`config.mk`:
```
export PLATFORM = sky130hd
export DESIGN_NAME = ps2_mouse_host_decoder
export DESIGN_NICKNAME = d
export VERILOG_FILES = /design/src/design/pmhd_pkg.sv /design/src/design/pmhd_fifo.sv /design/src/design/pmhd_front.sv /design/src/design/pmhd_back.sv /design/src/design/ps2_mouse_host_decoder.sv
export SDC_FILE = /design/constraint.sdc
export NUM_CORES = 1
export LEC_CHECK = 0
export ABC_CLOCK_PERIOD_IN_PS = 7200
export BUFFER_PORTS_ARGS = -buffer_cell sky130_fd_sc_hd__buf_4
export CELL_PAD_IN_SITES_DETAIL_PLACEMENT = 0
export CELL_PAD_IN_SITES_GLOBAL_PLACEMENT = 1
export CORE_MARGIN = 10
export CORE_UTILIZATION = 49
export CTS_CLUSTER_DIAMETER = 50
export DETAILED_ROUTE_END_ITERATION = 10
export PLACE_DENSITY_LB_ADDON = 0.3
export SYNTH_ARGS = -nofsm -noshare
export SYNTH_HDL_FRONTEND = slang
export SYNTH_SLANG_ARGS = --single-unit
```
`constraint.sdc`:
```
create_clock -name clk_i -period 7.2 [get_ports clk_i]
set_clock_uncertainty 0.2 [all_clocks]
set_input_delay 0.36 -clock clk_i [delete_from_list [all_inputs] [get_ports clk_i]]
set_output_delay 0.36 -clock clk_i [all_outputs]
set_load 0.005 [all_outputs]
```
`src/design/pmhd_pkg.sv`:
```
// pmhd_pkg: types and constants for the ps/2 mouse host decoder
// no dependencies; imported by every module of the block
`default_nettype none

package pmhd_pkg;

  // mouse to host bytes
  localparam logic [7:0] BYTE_SELFTEST_OK = 8'hAA;
  localparam logic [7:0] BYTE_ACK         = 8'hFA;

  // host to mouse commands
  localparam logic [7:0] CMD_STREAM = 8'hEA;
  localparam logic [7:0] CMD_REMOTE = 8'hF0;
  localparam logic [7:0] CMD_READ   = 8'hEB;
  localparam logic [7:0] CMD_NONE   = 8'h00;

  // status byte bit positions
  localparam int unsigned STS_LEFT   = 0;
  localparam int unsigned STS_RIGHT  = 1;
  localparam int unsigned STS_MIDDLE = 2;
  localparam int unsigned STS_XSIGN  = 4;
  localparam int unsigned STS_YSIGN  = 5;

  localparam int unsigned OUT_POS_W = 16;
  localparam int unsigned QDEPTH    = 2;
  localparam int unsigned QPTR_W    = $clog2(QDEPTH);
  localparam int unsigned QCNT_W    = $clog2(QDEPTH + 1);

  typedef enum logic [3:0] {
    PH_BAT        = 4'd0,
    PH_ID         = 4'd1,
    PH_STREAM_ACK = 4'd2,
    PH_REMOTE_ACK = 4'd3,
    PH_POLL_ACK   = 4'd4,
    PH_STATUS     = 4'd5,
    PH_DX         = 4'd6,
    PH_DY         = 4'd7,
    PH_FAILED     = 4'd8
  } phase_e;

  // classified byte handed from front to back
  typedef struct packed {
    logic [7:0] rx_byte;
    logic       selftest_ok;
    logic       is_ack;
  } item_t;

  typedef struct packed {
    logic                 send_valid;
    logic [7:0]           send_byte;
    logic                 report_valid;
    logic [OUT_POS_W-1:0] pos_x;
    logic [OUT_POS_W-1:0] pos_y;
    logic                 left_button;
    logic                 middle_button;
    logic                 right_button;
    logic                 remote_active;
    logic                 link_failed;
  } result_t;

endpackage

`default_nettype wire

```
`src/design/pmhd_fifo.sv`:
```
// pmhd_fifo: two-entry word queue with push/full and pop/empty sides
// depends on pmhd_pkg for depth and pointer widths
`default_nettype none

module pmhd_fifo #(
  parameter int unsigned WIDTH = 8
) (
  input  logic             clk_i,
  input  logic             rst_ni,
  input  logic             push_i,
  input  logic [WIDTH-1:0] wdata_i,
  output logic             full_o,
  input  logic             pop_i,
  output logic [WIDTH-1:0] rdata_o,
  output logic             empty_o
);
  import pmhd_pkg::*;

  logic [WIDTH-1:0]  mem_q [QDEPTH];
  logic [QPTR_W-1:0] wr_ptr_q, wr_ptr_d;
  logic [QPTR_W-1:0] rd_ptr_q, rd_ptr_d;
  logic [QCNT_W-1:0] count_q, count_d;
  logic              do_push, do_pop;

  assign full_o  = (count_q == QCNT_W'(QDEPTH));
  assign empty_o = (count_q == '0);
  assign do_push = push_i && !full_o;
  assign do_pop  = pop_i && !empty_o;
  assign rdata_o = mem_q[rd_ptr_q];

  always_comb begin
    wr_ptr_d = wr_ptr_q;
    rd_ptr_d = rd_ptr_q;
    count_d  = count_q;
    if (do_push) begin
      wr_ptr_d = (wr_ptr_q == QPTR_W'(QDEPTH - 1)) ? '0 : wr_ptr_q + 1'b1;
    end
    if (do_pop) begin
      rd_ptr_d = (rd_ptr_q == QPTR_W'(QDEPTH - 1)) ? '0 : rd_ptr_q + 1'b1;
    end
    unique case ({do_push, do_pop})
      2'b10:   count_d = count_q + 1'b1;
      2'b01:   count_d = count_q - 1'b1;
      default: count_d = count_q;
    endcase
  end

  always_ff @(posedge clk_i or negedge rst_ni) begin
    if (!rst_ni) begin
      wr_ptr_q <= '0;
      rd_ptr_q <= '0;
      count_q  <= '0;
    end else begin
      wr_ptr_q <= wr_ptr_d;
      rd_ptr_q <= rd_ptr_d;
      count_q  <= count_d;
    end
  end

  always_ff @(posedge clk_i) begin
    if (do_push) begin
      mem_q[wr_ptr_q] <= wdata_i;
    end
  end

endmodule

`default_nettype wire

```
`src/design/pmhd_front.sv`:
```
// pmhd_front: takes received bytes, tags self-test and ack bytes, queues them
// depends on pmhd_pkg and pmhd_fifo
`default_nettype none

module pmhd_front (
  input  logic            clk_i,
  input  logic            rst_ni,
  input  logic            push_i,
  input  logic [7:0]      rx_byte_i,
  output logic            full_o,
  input  logic            item_pop_i,
  output pmhd_pkg::item_t item_o,
  output logic            item_empty_o
);
  import pmhd_pkg::*;

  item_t                in_item;
  logic [$bits(item_t)-1:0] q_rdata;

  always_comb begin
    in_item.rx_byte     = rx_byte_i;
    in_item.selftest_ok = (rx_byte_i == BYTE_SELFTEST_OK);
    in_item.is_ack      = (rx_byte_i == BYTE_ACK);
  end

  pmhd_fifo #(
    .WIDTH($bits(item_t))
  ) u_queue (
    .clk_i   (clk_i),
    .rst_ni  (rst_ni),
    .push_i  (push_i),
    .wdata_i (in_item),
    .full_o  (full_o),
    .pop_i   (item_pop_i),
    .rdata_o (q_rdata),
    .empty_o (item_empty_o)
  );

  assign item_o = q_rdata;

endmodule

`default_nettype wire

```
`src/design/pmhd_back.sv`:
```
// pmhd_back: link bring-up state machine, packet assembly and position accumulators
// depends on pmhd_pkg
`default_nettype none

module pmhd_back #(
  parameter int unsigned POS_WIDTH = 16
) (
  input  logic              clk_i,
  input  logic              rst_ni,
  input  pmhd_pkg::item_t   item_i,
  input  logic              item_empty_i,
  output logic              item_pop_o,
  input  logic              res_full_i,
  output logic              res_push_o,
  output pmhd_pkg::result_t res_o
);
  import pmhd_pkg::*;

  phase_e               phase_q, phase_d;
  logic                 remote_q, remote_d;
  logic [7:0]           status_q, status_d;
  logic [7:0]           dx_q, dx_d;
  logic [POS_WIDTH-1:0] x_q, x_d;
  logic [POS_WIDTH-1:0] y_q, y_d;
  logic [2:0]           btn_q, btn_d;
  logic                 fire;
  logic                 send_v;
  logic [7:0]           send_b;
  logic                 rep;
  logic [POS_WIDTH-1:0] dx_ext, dy_ext;
  logic [31:0]          x_wide, y_wide;

  assign fire       = !item_empty_i && !res_full_i;
  assign item_pop_o = fire;
  assign res_push_o = fire;

  // sign bits live in the status byte, not in the delta bytes
  assign dx_ext = {{(POS_WIDTH-8){status_q[STS_XSIGN]}}, dx_q};
  assign dy_ext = {{(POS_WIDTH-8){status_q[STS_YSIGN]}}, item_i.rx_byte};

  always_comb begin
    phase_d  = phase_q;
    remote_d = remote_q;
    status_d = status_q;
    dx_d     = dx_q;
    x_d      = x_q;
    y_d      = y_q;
    btn_d    = btn_q;
    send_v   = 1'b0;
    send_b   = CMD_NONE;
    rep      = 1'b0;
    unique case (phase_q)
      PH_BAT: begin
        phase_d = item_i.selftest_ok ? PH_ID : PH_FAILED;
      end
      PH_ID: begin
        send_v  = 1'b1;
        send_b  = CMD_STREAM;
        phase_d = PH_STREAM_ACK;
      end
      PH_STREAM_ACK: begin
        if (item_i.is_ack) begin
          phase_d = PH_STATUS;
        end else begin
          send_v   = 1'b1;
          send_b   = CMD_REMOTE;
          remote_d = 1'b1;
          phase_d  = PH_REMOTE_ACK;
        end
      end
      PH_REMOTE_ACK: begin
        send_v  = 1'b1;
        send_b  = CMD_READ;
        phase_d = PH_POLL_ACK;
      end
      PH_POLL_ACK: begin
        if (item_i.is_ack) begin
          phase_d = PH_STATUS;
        end else begin
          send_v = 1'b1;
          send_b = CMD_READ;
        end
      end
      PH_STATUS: begin
        status_d = item_i.rx_byte;
        phase_d  = PH_DX;
      end
      PH_DX: begin
        dx_d    = item_i.rx_byte;
        phase_d = PH_DY;
      end
      PH_DY: begin
        x_d   = x_q + dx_ext;
        y_d   = y_q + dy_ext;
        btn_d = {status_q[STS_RIGHT], status_q[STS_MIDDLE], status_q[STS_LEFT]};
        rep   = 1'b1;
        if (remote_q) begin
          send_v  = 1'b1;
          send_b  = CMD_READ;
          phase_d = PH_POLL_ACK;
        end else begin
          phase_d = PH_STATUS;
        end
      end
      default: begin
        phase_d = PH_FAILED;
      end
    endcase
  end

  assign x_wide = 32'(x_d);
  assign y_wide = 32'(y_d);

  always_comb begin
    res_o.send_valid    = send_v;
    res_o.send_byte     = send_b;
    res_o.report_valid  = rep;
    res_o.pos_x         = x_wide[OUT_POS_W-1:0];
    res_o.pos_y         = y_wide[OUT_POS_W-1:0];
    res_o.left_button   = btn_d[0];
    res_o.middle_button = btn_d[1];
    res_o.right_button  = btn_d[2];
    res_o.remote_active = remote_d;
    res_o.link_failed   = (phase_d == PH_FAILED);
  end

  always_ff @(posedge clk_i or negedge rst_ni) begin
    if (!rst_ni) begin
      phase_q  <= PH_BAT;
      remote_q <= 1'b0;
      status_q <= '0;
      dx_q     <= '0;
      x_q      <= '0;
      y_q      <= '0;
      btn_q    <= '0;
    end else if (fire) begin
      phase_q  <= phase_d;
      remote_q <= remote_d;
      status_q <= status_d;
      dx_q     <= dx_d;
      x_q      <= x_d;
      y_q      <= y_d;
      btn_q    <= btn_d;
    end
  end

endmodule

`default_nettype wire

```
`src/design/ps2_mouse_host_decoder.sv`:
```
// ps2_mouse_host_decoder: host side ps/2 mouse byte decoder, one result word per byte
// a pushed byte is registered in the front queue, and its result word in the result queue
// throughput: one byte per cycle while the result queue is not full, set by the back-end state machine
// two-entry queues sit between input, back end and result side
// reset: asynchronous active low; waits for the self-test byte, positions zero
// depends on pmhd_pkg, pmhd_front, pmhd_back, pmhd_fifo
`default_nettype none

module ps2_mouse_host_decoder #(
  parameter int unsigned POS_WIDTH = 16
) (
  input  logic               clk_i,
  input  logic               rst_ni,
  input  logic               push,
  output logic               full,
  input  logic [7:0]         rx_byte_i,
  output logic               empty,
  input  logic               pop,
  output logic               send_valid_o,
  output logic [7:0]         send_byte_o,
  output logic               report_valid_o,
  output logic signed [15:0] pos_x_o,
  output logic signed [15:0] pos_y_o,
  output logic               left_button_o,
  output logic               middle_button_o,
  output logic               right_button_o,
  output logic               remote_active_o,
  output logic               link_failed_o
);
  import pmhd_pkg::*;

  item_t                      item;
  logic                       item_empty;
  logic                       item_pop;
  logic                       res_full;
  logic                       res_push;
  result_t                    res_in;
  logic [$bits(result_t)-1:0] res_rdata;
  result_t                    res_out;

  pmhd_front u_front (
    .clk_i        (clk_i),
    .rst_ni       (rst_ni),
    .push_i       (push),
    .rx_byte_i    (rx_byte_i),
    .full_o       (full),
    .item_pop_i   (item_pop),
    .item_o       (item),
    .item_empty_o (item_empty)
  );

  pmhd_back #(
    .POS_WIDTH(POS_WIDTH)
  ) u_back (
    .clk_i        (clk_i),
    .rst_ni       (rst_ni),
    .item_i       (item),
    .item_empty_i (item_empty),
    .item_pop_o   (item_pop),
    .res_full_i   (res_full),
    .res_push_o   (res_push),
    .res_o        (res_in)
  );

  pmhd_fifo #(
    .WIDTH($bits(result_t))
  ) u_res_queue (
    .clk_i   (clk_i),
    .rst_ni  (rst_ni),
    .push_i  (res_push),
    .wdata_i (res_in),
    .full_o  (res_full),
    .pop_i   (pop),
    .rdata_o (res_rdata),
    .empty_o (empty)
  );

  assign res_out         = res_rdata;
  assign send_valid_o    = res_out.send_valid;
  assign send_byte_o     = res_out.send_byte;
  assign report_valid_o  = res_out.report_valid;
  assign pos_x_o         = res_out.pos_x;
  assign pos_y_o         = res_out.pos_y;
  assign left_button_o   = res_out.left_button;
  assign middle_button_o = res_out.middle_button;
  assign right_button_o  = res_out.right_button;
  assign remote_active_o = res_out.remote_active;
  assign link_failed_o   = res_out.link_failed;

endmodule

`default_nettype wire

```
==> flow_summary_export.csv <==
group,metric,value,unit
clock_network,cts_htree_levels,4,
clock_network,cts_sinks,167,
worst_setup_path,cp-start-kind,"register",
synthesis,syn_nets,750,
final_layout,n_antenna_cell,0,
flow_run,maxCapViolCount,0,
die,die_x,149,µm
placed_design,gp_congestion,0.915,
grt,overflow,0,
clock_network,clock_path_buffers,2,
synthesis,syn_area_per_cell,11.6,µm²
timing,slew_violations,0,
timing,timing.final.crit_share,0.512,
timing,fin_setup_tns,0,ps
clock_network,postCtsSetupBuffers,0,
grt,grt_max_degree,63,
pwr,cellPowerDensity,367,nW/µm²
synthesis,synthMuxAreaShare,0.0792,
die,num_rows,47,
synthesis,synth-main-ff-cell,"edfxtp_1",
worst_setup_path,cp_data_required_time,7310,ps
synthesis,synth.distinct_cells,56,
grt,grt_pass1_vias,5373,
route,antenna_left,0,
synthesis,netlist_area,8140,µm²
clock_network,clk-insertion-delay-late,440,ps
pwr,ir_drop,224,µV
timing,finalHoldViolCount,0,
synthesis,synth-xor-area-share,0.0409,
grt,antenna_found_initial,0,
die,io_pins,61,
worst_hold_path,hold_path.class,"in -> reg",
grt,gr-usage-all-layers,0.154,
synthesis,synth.yosys.seq_area_share,0.579,
worst_setup_path,worstPathArrival,3800,ps
clock_network,path_clk_slew,60,ps
timing,fmax,271,MHz
clock_network,cts_buffers,17,
synthesis,synth_cells,704,
synthesis,synth_area_leaders,"edfxtp_1 39%, dfrtp_1 19%, mux2_2 7.1%",
clock_network,cts_resized,0,
clock_network,postCtsHoldBufs,9,
route,first_pass_iters,4,
die,initial_utilization,0.496,
final_layout,fin_nets,806,
synthesis,synth_compound_area_frac,0.105,
route,viasPerCell,5.32,
synthesis,synth_edf_count,106,
timing,tightestPinTransition,1110,ps
route,via_count,5279,
clock_network,cts_tree,"yes",
route,wl_per_cell,16.5,µm
timing,setup_violations,0,
placed_design,placed_cells,952,
worst_setup_path,endpoint_kind,"register",
final_layout,layout.cells.non_filler,993,
synthesis,yosysWarnings,0,
placed_design,port_buffers,59,
run_status,status,"complete, no violations",
worst_setup_path,path_class,"reg -> reg",
pwr,leakage,0.00391,µW
synthesis,yosys.area.top_type,"edfxtp_1",
timing,fin_crit,3690,ps
synthesis,synth_top_family_by_area,"simple AND/OR/NAND/NOR gates",
route,drc_errors,0,
final_layout,nFillCells,1367,
pwr,power,3450,µW
timing,rsz0062_at_grt,"no",
clock_network,root_buffer,"clkbuf_16",
die,die-area,22200,µm²
timing,relSlewSlack,0.259,
synthesis,ys_seq_elements,167,
worst_setup_path,path_max_fanout,44,
placed_design,detailed_place_hpwl,10800,µm
synthesis,yosys.area_share.simple,0.115,
grt,grt_pass1_wl,27300,µm
synthesis,synth_top_area_frac,0.391,
die,core_area,16400,µm²
final_layout,drive_gt1_frac,0.199,
route,drtIter0Drc,388,
final_layout,syn2layout_area_growth,15.6,%
route,finalWirelength,16400,µm
die,die_y,149,µm
synthesis,async_reset_ff_frac,0.365,
synthesis,synth_fa_ha_area_frac,0.0541,
## Yosys cell counts (all sizes together), types with 2 or more instances
master,instances
nor2b,5
o21a,5
or2,2
mux2i,7
xor2,18
ha,32
and3,2
dfrtp,61
nor3,6
nand2b,7
a21o,14
nand4,5
nor3b,6
nand3,10
o211ai,3
clkbuf,24
o21ai,61
a21boi,2
mux2,51
o22ai,2
nor2,37
edfxtp,106
a21oi,37
o21bai,2
nand4b,2
nand2,120
inv,15
buf,12
xnor2,20
a31oi,7
a211oi,4
fa,2
## report_power, final
part	switching, µW	internal (µW)
Sequential	151	1360
Combinational	549	524
Clock	383	488
## per-layer routing
| layer | share of wire | GRT usage | up-vias |
|---|---|---|---|
| met5 | 0 | 0 | - |
| met4 | 0.015 | 0.0559 | 0 |
| met3 | 0.041 | 0.0397 | 18 |
| li1 | - | - | 2639 |
| met2 | 0.49 | 0.254 | 91 |
| met1 | 0.45 | 0.191 | 2531 |
## kinds of logic (layout without fill, tap and decap cells)
family	Yosys count	after routing
buffers and inverters	52	121
adder cells (fa/ha/maj)	34	34
flip-flops	167	167
AO/OA/AOI/OAI	145	145
XOR/XNOR	38	38
other	1	1
AND/OR/NAND/NOR	209	209
multiplexers	58	58
## per-stage QoR
stage          cell area (µm²)  hold WS [ps]  utilization  worst slack [ps]
4_1_cts                   9410          61.9        0.573              3480
3_3_place_gp              8750           258        0.534              3600
3_5_place_dp              8750           267        0.534              3460
5_1_grt                   9410          86.1        0.573              3210
2_1_floorplan             8140          -136            -              3900
6_report                  9410          74.8        0.573              3510
## state kept, by name (all words and copies together), names as in the netlist, 2 cells and up
signal,flops
u_front.u_queue.mem_q,20
u_back.x_q,16
u_back.dx_q,8
u_back.y_q,16
u_back.status_q,5
u_front.u_queue.count_q,2
u_res_queue.mem_q,86
u_back.phase_q,4
u_res_queue.count_q,2
u_back.btn_q,3
## critical path: stages, from the launching register on
cell and delay [ps]:
dfrtp_1 440, o22ai_2 870, clkinv_1 1030, nand2_1 230
buf_4 410, o21ai_0 130, a31oi_1 160, nand2_1 80
## final timing paths
kind	endpoint	slack, ps	from	cells after the start
worst max register to register	u_back.y_q[8]	3510	u_res_queue.count_q[0]	7
max in group asynchronous	u_res_queue.rd_ptr_q	5860	rst_ni	2
worst max-delay path	u_back.y_q[8]	3510	u_res_queue.count_q[0]	7
worst min-delay path	u_front.u_queue.wr_ptr_q	70	push	3
worst min register to register	u_back.btn_q[0]	280	u_back.btn_q[0]	2
min in group asynchronous	u_front.u_queue.count_q[1]	360	rst_ni	2
## cell type report
class                   instances  area, µm²  share of cell area
flip-flops and latches        167       4710               0.501
inverters                      16       60.1             0.00638
well taps                     220        275              0.0293
clock buffers                  19        443              0.0471
multi-input cells             485       3230               0.343
repair buffers                 73        571              0.0607
clock inverters                13        119              0.0126
## cells in the final DEF, fill, tap and decap left out, drive strengths merged, types with 3 or more instances in the layout
cell and n:
clkinvlp 4, nor3 6, a31oi 7, a211oi 4, mux2 51, o211ai 3, o21a 5, clkbuf 19
dfrtp 61, buf 64, dlygate4sd3 9, clkinv 4, ha 32, a21o 14, nand2 120, xor2 18
o21ai 61, nor3b 6, a21oi 37, edfxtp 106, mux2i 7, nand3 10, nand2b 7, xnor2 20
nor2 37, inv 20, nand4 5, nor2b 5
Note: power is estimated with default switching activity, not from simulation.
